==> config.mk <==
export PLATFORM = sky130hd
export DESIGN_NAME = lru_replacement_list_top
export DESIGN_NICKNAME = d
export VERILOG_FILES = /design/src/sv/lrl_pkg.sv /design/src/sv/lrl_ctrl.sv /design/src/sv/lrl_dp.sv /design/src/sv/lru_replacement_list_top.sv
export SDC_FILE = /design/constraint.sdc
export NUM_CORES = 1
export LEC_CHECK = 0
export BUFFER_PORTS_ARGS = -buffer_cell sky130_fd_sc_hd__buf_2
export CAP_MARGIN = 20
export CORE_ASPECT_RATIO = 1.1
export CORE_UTILIZATION = 35
export CTS_CLUSTER_SIZE = 20
export DETAILED_ROUTE_END_ITERATION = 10
export PLACE_DENSITY = 0.57
export SETUP_SLACK_MARGIN = 0.15
export SLEW_MARGIN = 10
export SYNTH_ARGS = -nofsm -noshare
export SYNTH_HDL_FRONTEND = slang
export SYNTH_SLANG_ARGS = --single-unit
==> constraint.sdc <==
create_clock -name clk_i -period 8.1 [get_ports clk_i]
set_clock_uncertainty 0.2 [all_clocks]
set_input_delay 1.62 -clock clk_i [delete_from_list [all_inputs] [get_ports clk_i]]
set_output_delay 1.62 -clock clk_i [all_outputs]
set_load 0.01 [all_outputs]
==> src/sv/lrl_pkg.sv <==
// Package with the shared types, constants and helper functions of the LRU replacement list.
`timescale 1ns / 1ps

package lrl_pkg;

  // Size of the entry table and the field widths.
  localparam int unsigned MaxBlocks = 64;
  localparam int unsigned IdxW      = $clog2(MaxBlocks);
  localparam int unsigned CntW      = 7;
  localparam int unsigned AddrW     = 48;

  typedef logic [IdxW-1:0]  idx_t;
  typedef logic [CntW-1:0]  cnt_t;
  typedef logic [AddrW-1:0] addr_t;

  // Request beat.
  typedef struct packed {
    logic  mode;
    idx_t  hit_entry;
    addr_t source_addr;
  } lrl_in_t;

  // Result beat.
  typedef struct packed {
    idx_t  chosen_entry;
    logic  fill_needed;
    addr_t fill_addr;
    logic  bad_entry;
  } lrl_out_t;

  // Request modes.
  localparam logic ModeHit  = 1'b0;
  localparam logic ModeMiss = 1'b1;

  // Commands from the controller to the datapath.
  typedef struct packed {
    logic capture;   // take the request beat
    logic rd_issue;  // read the links of the chosen entry, hook it behind the MRU end
    logic link_wr;   // close the gap the chosen entry leaves
    logic tail_wr;   // make the chosen entry the MRU end
    logic load_out;  // load the result register
  } lrl_cmd_t;

  // Status from the datapath to the controller.
  typedef struct packed {
    logic skip;      // bad hit or hit on the MRU entry: the order stays as it is
    logic out_free;  // the result register can take a new beat
  } lrl_sts_t;

  // Clamp the written entry count to 1 .. MaxBlocks.
  function automatic cnt_t eff_count(cnt_t v);
    cnt_t r;
    r = v;
    if (v == '0) begin
      r = cnt_t'(1);
    end else if (v > cnt_t'(MaxBlocks)) begin
      r = cnt_t'(MaxBlocks);
    end
    return r;
  endfunction

  // Link toward more recently used in the initial order.
  function automatic idx_t dflt_next(idx_t i);
    idx_t r;
    r = (i == '0) ? '0 : idx_t'(i - 1'b1);
    return r;
  endfunction

  // Link toward less recently used in the initial order for n entries.
  function automatic idx_t dflt_prev(idx_t i, cnt_t n);
    cnt_t ip1;
    ip1 = cnt_t'(i) + cnt_t'(1);
    return (ip1 < n) ? ip1[IdxW-1:0] : i;
  endfunction

endpackage

==> src/sv/lrl_ctrl.sv <==
// Controller state machine that sequences the relinking of one request.
`timescale 1ns / 1ps

module lrl_ctrl (
  input  logic              clk_i,
  input  logic              rst_ni,
  input  logic              in_valid_i,
  output logic              in_ready_o,
  input  lrl_pkg::lrl_sts_t sts_i,
  output lrl_pkg::lrl_cmd_t cmd_o
);
  import lrl_pkg::*;

  typedef enum logic [4:0] {
    S_IDLE = 5'b00001,
    S_LOOK = 5'b00010,
    S_LINK = 5'b00100,
    S_TAIL = 5'b01000,
    S_DONE = 5'b10000
  } state_e;

  state_e state_q, state_d;

  // Next state and command decode.
  always_comb begin
    state_d    = state_q;
    cmd_o      = '0;
    in_ready_o = 1'b0;
    case (state_q)
      S_IDLE: begin
        in_ready_o = 1'b1;
        if (in_valid_i) begin
          cmd_o.capture = 1'b1;
          state_d       = S_LOOK;
        end
      end
      S_LOOK: begin
        if (sts_i.skip) begin
          state_d = S_DONE;
        end else begin
          cmd_o.rd_issue = 1'b1;
          state_d        = S_LINK;
        end
      end
      S_LINK: begin
        cmd_o.link_wr = 1'b1;
        state_d       = S_TAIL;
      end
      S_TAIL: begin
        cmd_o.tail_wr = 1'b1;
        state_d       = S_DONE;
      end
      S_DONE: begin
        if (sts_i.out_free) begin
          cmd_o.load_out = 1'b1;
          state_d        = S_IDLE;
        end
      end
      default: begin
        state_d = S_IDLE;
      end
    endcase
  end

  // State register.
  always_ff @(posedge clk_i or negedge rst_ni) begin
    if (!rst_ni) begin
      state_q <= S_IDLE;
    end else begin
      state_q <= state_d;
    end
  end

endmodule

==> src/sv/lrl_dp.sv <==
// Datapath with the link memories, the list ends, the request register and the result register.
`timescale 1ns / 1ps

module lrl_dp (
  input  logic              clk_i,
  input  logic              rst_ni,
  input  logic              cfg_we_i,
  input  lrl_pkg::cnt_t     cfg_data_i,
  input  lrl_pkg::lrl_in_t  in_data_i,
  input  lrl_pkg::lrl_cmd_t cmd_i,
  output lrl_pkg::lrl_sts_t sts_o,
  output logic              out_valid_o,
  input  logic              out_ready_i,
  output lrl_pkg::lrl_out_t out_data_o
);
  import lrl_pkg::*;

  // Configuration and list ends.
  cnt_t count_q;
  idx_t lru_q, lru_d;
  idx_t mru_q, mru_d;

  // Request held while it is worked on.
  lrl_in_t item_q;
  idx_t    ent_q;
  logic    bad_q;

  // Link memories with valid bits; an entry not yet written reads as the initial order.
  idx_t                 nxt_mem [MaxBlocks];
  idx_t                 prv_mem [MaxBlocks];
  logic [MaxBlocks-1:0] nxt_vld_q;
  logic [MaxBlocks-1:0] prv_vld_q;
  idx_t                 nxt_rd_q, prv_rd_q;
  logic                 nxt_rv_q, prv_rv_q;

  logic nxt_we, prv_we;
  idx_t nxt_wa, nxt_wd, prv_wa, prv_wd;
  idx_t nx, pv;
  logic ent_is_lru;

  // Result register.
  logic     out_valid_q;
  lrl_out_t out_q;

  // Neighbors of the chosen entry, falling back to the initial order.
  assign nx         = nxt_rv_q ? nxt_rd_q : dflt_next(ent_q);
  assign pv         = prv_rv_q ? prv_rd_q : dflt_prev(ent_q, count_q);
  assign ent_is_lru = (ent_q == lru_q);

  assign sts_o.skip     = bad_q || (ent_q == mru_q);
  assign sts_o.out_free = !out_valid_q || out_ready_i;

  // Request capture: the chosen entry is fixed when the beat is taken.
  always_ff @(posedge clk_i) begin
    if (cmd_i.capture) begin
      item_q <= in_data_i;
      ent_q  <= (in_data_i.mode == ModeMiss) ? lru_q : in_data_i.hit_entry;
      bad_q  <= (in_data_i.mode == ModeHit) &&
                (cnt_t'(in_data_i.hit_entry) >= count_q);
    end
  end

  // Write port selection for both link memories.
  always_comb begin
    nxt_we = 1'b0;
    nxt_wa = '0;
    nxt_wd = '0;
    prv_we = 1'b0;
    prv_wa = '0;
    prv_wd = '0;
    lru_d  = lru_q;
    mru_d  = mru_q;
    if (cmd_i.rd_issue) begin
      nxt_we = 1'b1;
      nxt_wa = mru_q;
      nxt_wd = ent_q;
    end
    if (cmd_i.link_wr) begin
      prv_we = 1'b1;
      prv_wa = nx;
      if (ent_is_lru) begin
        prv_wd = nx;
        lru_d  = nx;
      end else begin
        prv_wd = pv;
        nxt_we = 1'b1;
        nxt_wa = pv;
        nxt_wd = nx;
      end
    end
    if (cmd_i.tail_wr) begin
      nxt_we = 1'b1;
      nxt_wa = ent_q;
      nxt_wd = ent_q;
      prv_we = 1'b1;
      prv_wa = ent_q;
      prv_wd = mru_q;
      mru_d  = ent_q;
    end
  end

  // Next-link memory.
  always_ff @(posedge clk_i) begin
    if (nxt_we) begin
      nxt_mem[nxt_wa] <= nxt_wd;
    end
    if (cmd_i.rd_issue) begin
      nxt_rd_q <= nxt_mem[ent_q];
      nxt_rv_q <= nxt_vld_q[ent_q];
    end
  end

  // Previous-link memory.
  always_ff @(posedge clk_i) begin
    if (prv_we) begin
      prv_mem[prv_wa] <= prv_wd;
    end
    if (cmd_i.rd_issue) begin
      prv_rd_q <= prv_mem[ent_q];
      prv_rv_q <= prv_vld_q[ent_q];
    end
  end

  // Valid bits, count and list ends; a count write rebuilds the initial order.
  always_ff @(posedge clk_i or negedge rst_ni) begin
    if (!rst_ni) begin
      nxt_vld_q <= '0;
      prv_vld_q <= '0;
      count_q   <= cnt_t'(MaxBlocks);
      lru_q     <= idx_t'(MaxBlocks - 1);
      mru_q     <= '0;
    end else if (cfg_we_i) begin
      nxt_vld_q <= '0;
      prv_vld_q <= '0;
      count_q   <= eff_count(cfg_data_i);
      lru_q     <= idx_t'(eff_count(cfg_data_i) - cnt_t'(1));
      mru_q     <= '0;
    end else begin
      if (nxt_we) begin
        nxt_vld_q[nxt_wa] <= 1'b1;
      end
      if (prv_we) begin
        prv_vld_q[prv_wa] <= 1'b1;
      end
      lru_q <= lru_d;
      mru_q <= mru_d;
    end
  end

  // Result valid flag.
  always_ff @(posedge clk_i or negedge rst_ni) begin
    if (!rst_ni) begin
      out_valid_q <= 1'b0;
    end else if (cmd_i.load_out) begin
      out_valid_q <= 1'b1;
    end else if (out_ready_i) begin
      out_valid_q <= 1'b0;
    end
  end

  // Result payload.
  always_ff @(posedge clk_i) begin
    if (cmd_i.load_out) begin
      out_q.chosen_entry <= ent_q;
      out_q.fill_needed  <= item_q.mode;
      out_q.fill_addr    <= (item_q.mode == ModeMiss) ? item_q.source_addr : '0;
      out_q.bad_entry    <= bad_q;
    end
  end

  assign out_valid_o = out_valid_q;
  assign out_data_o  = out_q;

endmodule

==> src/sv/lru_replacement_list_top.sv <==
// Top level of the LRU replacement list: controller, datapath and checks.
`timescale 1ns / 1ps

// Keeps the least-recently-used order of up to 64 cache entries as a doubly linked
// list in two single-write-port link memories. A hit beat moves the named entry to
// the MRU end; a miss beat takes the LRU entry as victim, moves it to the MRU end and
// returns it with the address to fill. A hit at or above the entry count is flagged
// in bad_entry and changes nothing. Each request is worked on alone. A bad hit or a
// hit on the MRU entry goes from the look-up state straight to the done state. Any
// other request passes through the look-up, link and tail states; the next-link
// memory, which has a single write port, is written in the look-up and tail states
// and, unless the entry is the LRU one, in the link state. The done state waits for
// a free output register, and the next request is taken once the result sits in the output register. Writing cfg_data_i
// rebuilds the initial order at once (entry 0 MRU, highest entry LRU), so
// configuration must be written only while no request is in flight.
module lru_replacement_list_top (
  input  logic              clk_i,
  input  logic              rst_ni,
  input  logic              cfg_we_i,
  input  lrl_pkg::cnt_t     cfg_data_i,
  input  logic              in_valid_i,
  output logic              in_ready_o,
  input  lrl_pkg::lrl_in_t  in_data_i,
  output logic              out_valid_o,
  input  logic              out_ready_i,
  output lrl_pkg::lrl_out_t out_data_o
);
  import lrl_pkg::*;

  lrl_cmd_t cmd;
  lrl_sts_t sts;

  lrl_ctrl u_ctrl (
    .clk_i      (clk_i),
    .rst_ni     (rst_ni),
    .in_valid_i (in_valid_i),
    .in_ready_o (in_ready_o),
    .sts_i      (sts),
    .cmd_o      (cmd)
  );

  lrl_dp u_dp (
    .clk_i       (clk_i),
    .rst_ni      (rst_ni),
    .cfg_we_i    (cfg_we_i),
    .cfg_data_i  (cfg_data_i),
    .in_data_i   (in_data_i),
    .cmd_i       (cmd),
    .sts_o       (sts),
    .out_valid_o (out_valid_o),
    .out_ready_i (out_ready_i),
    .out_data_o  (out_data_o)
  );

  // After a beat is taken the block is busy until its result is loaded.
  assert property (@(posedge clk_i) disable iff (!rst_ni)
    (in_valid_i && in_ready_o) |=> !in_ready_o)
    else $error("request taken while the previous one is still in work");

  // A result is never both a fill and a bad hit.
  assert property (@(posedge clk_i) disable iff (!rst_ni)
    out_valid_o |-> !(out_data_o.fill_needed && out_data_o.bad_entry))
    else $error("result flags a fill and a bad hit at once");

  // Without a fill the fill address is zero.
  assert property (@(posedge clk_i) disable iff (!rst_ni)
    (out_valid_o && !out_data_o.fill_needed) |-> (out_data_o.fill_addr == '0))
    else $error("fill address set on a result without a fill");

  // The result register is loaded only when it is free.
  assert property (@(posedge clk_i) disable iff (!rst_ni)
    cmd.load_out |-> (!out_valid_o || out_ready_i))
    else $error("result loaded over a beat not yet taken");

endmodule
==> reports/results.txt, run 1 <==
The post-synthesis instance total is 2294, and the average cell area after synthesis is 18.6 um^2. The tools report the placer congestion estimate as 0.858. After Yosys synthesis, XOR and XNOR cells account for 0.410% of the synthesized area.

Measured along the x axis, the die boundary spans 335 um. Yosys printed 0 warnings. The first-pass iteration count of the detailed router is 5. The global-route wire length before repair came out at 154000 um. The tools report the upper clock frequency limit as 175 MHz. The register area was 30700 um^2. The smallest clock period supported by the final layout is computed as 5.72 ns. STA puts the critical path data required time at 8.21 ns.

The portion of the post-synthesis area used by sequential elements was 71.9%. For this design, the slowest cell found on the critical path is sky130_fd_sc_hd__nor3_1. The count of nets left with antenna violations once routing finished came out at 0.

Destination of the worst hold path: u_dp.nxt_vld_q[34]. On the worst path, the slowest cell contributes a delay of 0.86 ns. In the routed layout, each cell is associated on average with a via count of 5.30. Setup repair after global routing left no endpoint under its margin.

After Yosys synthesis, full adders, half adders and majority gates account for 0.469% of the synthesized area. The number of gates resized after CTS was 0. The slew at the pin closest to its max-slew limit works out to 1.14 ns.

After synthesis the cells add up to 42700 um^2. In this run the most critical hold path is launched from u_dp.nxt_vld_q[34]. The number of buffers added to fix hold violations after cts was 0.

Dominant register cell in the synthesized netlist: sky130_fd_sc_hd__edfxtp_1. The flow ran to the end, and the final reports show no timing, DRC or antenna violations. Maximum buffer depth of the clock tree: 3.

Row generation in the floorplan step produced 134 rows. Of the cells placed in the final design, the portion with a size suffix greater than 1 is 27.9%. The worst register-to-register path begins at u_dp.ent_q[0]. The arrival time reported for the critical path endpoint was 5.83 ns. By area, the combinational part of the netlist is dominated by multiplexers. The worst register-to-register path has a depth of 11. Clock tree synthesis found a total of 1047 sinks.

The height of the die was 368 um. After the last flow step, the layout net total stands at 2500. The worst path uses 70.6% of the clock period. For the post-CTS setup buffer count, the log shows 0. In the final timing run, aggregate negative setup slack is 0 ns. Detailed routing inserted a total of 21923 vias.

The clock reaches the later pin of the worst-skew pair after 0.70 ns. For the number of design-rule violations left by the first detailed-router iteration, the log shows 1970. For the synthesized net count, the log shows 2377. The worst setup path is launched from a flop. Yosys mapped a number of flops with a built-in enable equal to 894. The worst setup path is captured at a flop.

After global routing the overflow that remains totals 0. The repair_antennas step left the layout with diodes totalling 0. The synthesized netlist contains 84 unique library cells.

The async set-or-reset flop fraction in the synthesized netlist was 14.6%. The via count of the first global-routing pass was 23096. The tools report the max-slew headroom at the worst pin as 23.6%. The signal on the critical path passes through ha_1 -> nand3_1 -> nor2_1 -> ha_1 -> a21oi_1 -> o21ai_2 -> a2111oi_2 -> a2111oi_2 -> o32ai_2 -> nand3b_1 -> nor3_1.

Top fanout value on the critical path: 14. In the global route stage, overall resource usage came out at 16.8%. The tools report the DRC violation count after routing as 0. For this configuration, the core starts out at a cell density of 35.2%. The count of input and output buffers came out at 124. The run gives 0 as the hold violation total from the final report.

The worst register-to-register path ends at u_dp.nxt_mem[52][5]. The worst reg-to-reg setup slack was 2.38 ns; the clock-pin transition on the worst setup and hold timing paths was 0.06 ns. The flip-flop and latch count after synthesis works out to 1047. The synthesis-to-finish area growth was 13.8%.

Worst min-delay path class: flop to flop. Setup violations remaining at the end of the flow were counted as 0. The largest voltage drop on the vdd net was 0.190 mV; the power density normalized to cell area was 255 nW/um^2. TritonCTS created 99 clock buffers. The tools report the placed wire-length estimate as 64300 um.

The tree is rooted in a sky130_fd_sc_hd__clkbuf_16. Total area of multi-input combinational cells: 11100 um^2. The synthesized netlist devotes 3.88% of its cell area to compound gates. The path type of the worst setup path is flop to flop.

For the count of filler cells inserted in the layout, the log shows 10739. The completed layout was analyzed and its total power is 0.0124 W. Number of pins with negative max-slew slack in the final report: 0. For this design the static power due to leakage is 15.3 nW. The logs give 123000 um^2 for the overall die area and 0 for the reported max-cap violation count. Initial antenna violation count: 0. Entering global routing, the biggest net connects 85 pins. After detailed routing, the average wire length per cell comes to 25.1 um. After Yosys synthesis, and, or, nand and nor cells account for 4.95% of the synthesized area. The number of instances on the worst hold path was 2. Mux contribution to synthesized area: 16.0%. TritonCTS built the clock tree.

Standard cell core area: 121000 um^2. The overall routed net length was 104000 um; the number of top-level pins was 125. The H-tree was split into 3 levels.
[logic make-up (layout without fill, tap and decap cells)]
family                     after synthesis  count (layout)
buffers and inverters                  250             460
adders and majority gates               16              16
muxes                                  313             313
DFF                                   1047            1047
xor gates and xnor gates                20              20
and+or+nand+nor                        414             414
AOI/OAI and AO/OA                      234             234
[cells in the final DEF, fill, tap and decap left out, types with 17 or more instances in the layout]
master	instances
sky130_fd_sc_hd__a21oi_1	46
sky130_fd_sc_hd__and2_1	53
sky130_fd_sc_hd__buf_2	123
sky130_fd_sc_hd__buf_4	42
sky130_fd_sc_hd__clkbuf_1	18
sky130_fd_sc_hd__clkbuf_16	100
sky130_fd_sc_hd__clkinv_1	17
sky130_fd_sc_hd__dfrtp_1	145
sky130_fd_sc_hd__edfxtp_1	894
sky130_fd_sc_hd__inv_1	98
sky130_fd_sc_hd__mux4_2	294
sky130_fd_sc_hd__nand2_1	49
sky130_fd_sc_hd__nand2b_1	24
sky130_fd_sc_hd__nor2_1	163
sky130_fd_sc_hd__nor3_1	34
sky130_fd_sc_hd__o21ai_0	19
sky130_fd_sc_hd__o22ai_1	79
[routing by layer]
metal  vias to the layer above  GRT usage (%)  routed length [um]
met1                     11556           21.7               41800
met3                       141           2.54                6320
li1                       9386              -                   -
met5                         -              0                   0
met4                         0           5.66                2480
met2                       840           28.9               53200
[report_power, final]
group	internal (W)	switching, W	leakage [nW]	total, W
Sequential	0.00602	0.0000598	9.90	0.00608
Combinational	0.000654	0.000946	3.84	0.00160
Clock	0.00266	0.00207	1.60	0.00472
[state kept, by name, summed over array words and instances, names as in the netlist, 6 cells and up]
| signal | count |
|---|---|
| u_dp.nxt_mem | 384 |
| u_dp.prv_mem | 384 |
| u_dp.nxt_vld_q | 64 |
| u_dp.prv_vld_q | 64 |
| u_dp.out_data_o | 56 |
| u_dp.item_q | 49 |
| u_dp.count_q | 7 |
| u_dp.ent_q | 6 |
| u_dp.lru_q | 6 |
| u_dp.mru_q | 6 |
| u_dp.nxt_rd_q | 6 |
| u_dp.prv_rd_q | 6 |
[area by class of cell]
| class | instances | area share [%] |
|---|---|---|
| Clock buffer | 123 | 5.41 |
| Multi-Input combinational cell | 997 | 22.8 |
| Sequential cell | 1047 | 63.2 |
| Tap cell | 1632 | 4.20 |
| Timing Repair Buffer | 171 | 2.18 |
| Clock inverter | 65 | 1.45 |
| Inverter | 101 | 0.780 |
[through the flow]
stage / util [%] / instance area (um^2) / hold slack (ns) / cells / setup slack [ns]
2_1_floorplan: - / 42700 / 0.221 / 2294 / 1.81
3_3_place_gp: 37.2 / 45100 / 0.267 / 3942 / 2.65
3_5_place_dp: 37.2 / 45100 / 0.275 / 3943 / 2.37
4_1_cts: 40.0 / 48500 / 0.290 / 4131 / 2.38
5_1_grt: 40.1 / 48600 / 0.307 / 4136 / 1.92
6_report: 40.1 / 48600 / 0.290 / 4136 / 2.38
[worst max-delay path: cells and delay by family (launching register included)]
family	cells	cell delay (ns)
and+or+nand+nor	4	2.05
AOI/OAI and AO/OA	5	1.83
adders and majority gates	2	0.60
DFF	1	0.66
[synthesized netlist by cell type (all sizes together), types with 4 or more instances]
library cell,count,area (um^2)
nor4,5,37.5
a21o,6,45.0
and2,55,347
edfxtp,894,26800
nand2b,24,150
mux4,294,6620
dfrtp,145,3630
xor2,5,43.8
nand4b,6,52.6
a22o,6,52.6
buf,61,338
xnor2,15,131
ha,16,200
clkbuf,88,332
nand2,52,198
o31ai,5,47.5
o32ai,5,66.3
o21a,8,60.1
a21oi,47,239
nand3,18,108
or3,5,31.3
nor2b,12,75.1
nor2,163,612
nand3b,6,45.0
dfstp,8,210
mux2,10,116
a211oi,4,30.0
or2,6,37.5
o21ai,26,153
or4b,4,43.8
o22ai,89,607
inv,101,379
mux2i,9,90.1
and3,4,25.0
nor3,41,240
o41ai,6,60.1
[worst max-delay path by stage]
stage / endpoint / from / cells past startpoint / slack (ns)
2_1_floorplan: u_dp.prv_mem[0][5] / u_dp.ent_q[2] / 11 / 1.81
3_3_place_gp: u_dp.nxt_mem[48][0] / u_dp.ent_q[2] / 12 / 2.65
3_5_place_dp: u_dp.nxt_mem[52][1] / u_dp.ent_q[0] / 11 / 2.37
4_1_cts: u_dp.nxt_mem[52][3] / u_dp.ent_q[3] / 10 / 2.38
5_1_grt: u_dp.nxt_mem[52][3] / u_dp.ent_q[3] / 10 / 1.92
6_report: u_dp.nxt_mem[52][5] / u_dp.ent_q[0] / 11 / 2.38
No activity file was read; power rests on OpenSTA's default activity.
==> run 2, diff against run 1 <==
==> constraint.sdc (replaced) <==
create_clock -name clk_i -period 5.8 [get_ports clk_i]
set_clock_uncertainty 0.2 [all_clocks]
set_input_delay 1.16 -clock clk_i [delete_from_list [all_inputs] [get_ports clk_i]]
set_output_delay 1.16 -clock clk_i [all_outputs]
set_load 0.01 [all_outputs]
==> reports/results.txt, run 2 (synthesis results as in run 1) <==
The root buffer cell is sky130_fd_sc_hd__clkbuf_16 (unchanged). The power density normalized to cell area is 360 nW/um^2 (was 255 nW/um^2). TritonCTS built the clock tree. The max-slew headroom at the worst pin is 25.2% (was 23.6%).

The final routed wire length divided by cell count was 24.1 um (was 25.1 um). Critical path, cell by cell: and3_1 -> nand3_4 -> xnor2_1 -> ha_1 -> a21oi_1 -> o21ai_2 -> a2111oi_2 -> a2111oi_2 -> o32ai_2 -> nand3b_1 -> buf_4 -> nor3_1 (was ha_1 -> nand3_1 -> nor2_1 -> ha_1 -> a21oi_1 -> o21ai_2 -> a2111oi_2 -> a2111oi_2 -> o32ai_2 -> nand3b_1 -> nor3_1). Delay of the slowest cell on the worst path: 0.71 ns (was 0.86 ns). The clock period minus worst slack came out at 5.08 ns (was 5.72 ns). The largest voltage drop on the vdd net is 0.264 mV (was 0.190 mV), and the share of post-route cells with drive strength above 1 is 29.1% (was 27.9%). The via count of the first global-routing pass was 22934 (was 23096). The portion of the clock cycle consumed by the worst path in the final layout came out at 87.7% (was 70.6%). The count of input and output buffers came out at 124 (unchanged).

Setup repair after global routing left no endpoint under its margin. Registers with the most flip-flops: u_dp.nxt_mem: 384 flops, u_dp.prv_mem: 384 flops (unchanged). The overall routed net length is 100000 um (was 104000 um). Path type of the worst setup path: flop to flop (unchanged). The post-route antenna net violation count is 0 (unchanged), and the clock-pin transition on the worst setup and hold timing paths is 0.07 ns (was 0.06 ns).

Most used cells in the layout excluding fill and tap cells: sky130_fd_sc_hd__edfxtp_1, sky130_fd_sc_hd__mux4_2, sky130_fd_sc_hd__nor2_1 (unchanged). The global-route congestion overflow total is 0 (unchanged), and the wire length the detailed router placed on met1 is 42400 um (was 41800 um). The logs give 22032 (was 21923) for the total number of vias and 125 (unchanged) for the number of top-level pins. The die span in x came out at 335 um (unchanged). Hold violation total from the final report: 0 (unchanged).

Endpoint required time on the critical path: 5.92 ns (was 8.21 ns). For the sum of met3 wire segment lengths after detailed routing, the log shows 5830 um (was 6320 um). The setup TNS after final layout was 0 ns (unchanged). The number of rows created at floorplan is 134 (unchanged), and the slew at the pin closest to its max-slew limit is 1.12 ns (was 1.14 ns). The worst reg2reg path startpoint was u_dp.ent_q[0] (unchanged). The number of design-rule violations left by the first detailed-router iteration is 1932 (was 1970). The DRC violation count after routing is 0 (unchanged).

The nature of the critical path endpoint is a flop (unchanged). The synthesis-to-finish area growth is 14.8% (was 13.8%), and the overall power is 0.0176 W (was 0.0124 W). The tools report the number of pins with negative max-slew slack in the final report as 0 (unchanged).

The flow ran to the end, and the final reports show no timing, DRC or antenna violations. The run gives 0 (unchanged) as the number of gates resized after CTS. Counting stages on the worst path, the most repeated cell is sky130_fd_sc_hd__a2111oi_2. The logs give 16.4% (was 16.8%) for the overall fraction of global-route tracks in use and 0 (unchanged) for the number of buffers added to fix hold violations after cts.

The run gives 0 (unchanged) as the post-CTS setup buffer count. The maximum level of the CTS H-tree is 3 (unchanged), and the upper clock frequency limit is 197 MHz (was 175 MHz). The logs give 0 (unchanged) for the reported max-cap violation count and 5.20 ns (was 5.83 ns) for the arrival time reported for the critical path endpoint. For the initial antenna violation count, the log shows 1 (was 0).

The logs give 97 (was 85) for the pin count of the biggest net entering global routing and 2535 (was 2500) for the final net count. Starting utilization of the core area: 35.2% (unchanged). The tools report the startpoint type of the worst setup path as a flop (unchanged). Placed wire-length estimate: 63100 um (was 64300 um).

Cell with the largest stage delay on the worst path: sky130_fd_sc_hd__o32ai_2 (was sky130_fd_sc_hd__nor3_1). For the maximum buffer depth of the clock tree, the log shows 3 (unchanged). The worst min-delay path class was input port to asynchronous set/reset pin (was flop to flop). The uppermost signal routing layer after detailed routing was met4 (unchanged).

Commonest non-fill, non-tap cell in the layout: sky130_fd_sc_hd__edfxtp_1 (unchanged). The run gives 15.6 nW (was 15.3 nW) as the static leakage power. The run gives 121000 um^2 (unchanged) as the standard cell core area. The logs give 0 (unchanged) for the count of final setup violators and 0.71 ns (was 0.70 ns) for the latest clock arrival within the worst-skew pair. The total number of clock tree sinks is 1047 (unchanged), and the ratio of routed vias to standard cells is 5.28 (was 5.30). The placer congestion estimate came out at 0.847 (was 0.858). The overall die area is 123000 um^2 (unchanged), and the top fanout value on the critical path is 13 (was 14). For the number of buffers created by CTS, the log shows 99 (unchanged). The wire length on met2 was 49600 um (was 53200 um).

The worst setup path startpoint is u_dp.ent_q[0] (unchanged). The global-route wire length before repair is 152000 um (was 154000 um). The height of the die came out at 368 um (unchanged). For the first-pass iteration count of the detailed router, the log shows 5 (unchanged). The number of diodes added for antenna fixing is 0 (unchanged).
run 2: changes by cell type in the layout (fill, tap and decap cells not counted), moves of 3 or more:
cell                         delta
sky130_fd_sc_hd__clkinv_4       -3
sky130_fd_sc_hd__bufinv_16      +6
sky130_fd_sc_hd__buf_4         +34
sky130_fd_sc_hd__clkinv_1       -5
sky130_fd_sc_hd__clkinvlp_4     +5
sky130_fd_sc_hd__buf_12         +5
sky130_fd_sc_hd__clkbuf_1       -5
run 2: per-layer routing:
metal / GRT usage, % / vias to the layer above
met5: 0 / -
met4: 5.18 / 0
met3: 2.66 / 147
met2: 27.1 / 777
met1: 22.1 / 11655
li1: - / 9453
run 2: stage by stage:
stage	setup slack [ns]	std cells	utilization (%)	cell area, um^2	hold WS (ns)
global route	0.261	4170	40.5	49000	0.313
detailed placement	0.748	3982	37.5	45500	0.279
global placement	0.995	3981	37.5	45500	0.260
CTS	0.745	4169	40.4	49000	0.259
finish	0.716	4170	40.5	49000	0.282
floorplan	0.391	2294	-	42700	0.221
run 2: final timing paths:
kind	endpoint	slack, ns	cells past startpoint
setup / recovery	u_dp.nxt_mem[52][5]	0.72	12
hold / removal	u_dp.nxt_vld_q[16]	0.28	1
setup reg to reg	u_dp.nxt_mem[52][5]	0.72	12
hold reg to reg	u_dp.nxt_vld_q[4]	0.29	2
max in group asynchronous	u_dp.prv_vld_q[10]	3.95	2
min in group clk_i	u_dp.nxt_vld_q[4]	0.29	2
run 2: where the power goes:
part           internal (W)  switching (W)  leakage, nW
clock network       0.00403        0.00289         1.68
registers           0.00841      0.0000809         9.90
logic              0.000921        0.00131         4.00
run 2: critical path, delay by kind of cell (launching register included):
family                     cells  cell delay (ns)
buffers and inverters          1             0.33
AOI/OAI and AO/OA              5             1.66
DFF                            1             0.52
and+or+nand+nor                4             1.62
adders and majority gates      1             0.19
xor gates and xnor gates       1             0.16
run 2: final cells by class:
class                           count  area (um^2)
Sequential cell                  1047        30700
Fill cell                       10649        72200
Tap cell                         1632         2040
Timing Repair Buffer              206         1340
Multi-Input combinational cell    997        11100
Clock buffer                      120         2670
Clock inverter                     67          867
Inverter                          101          379
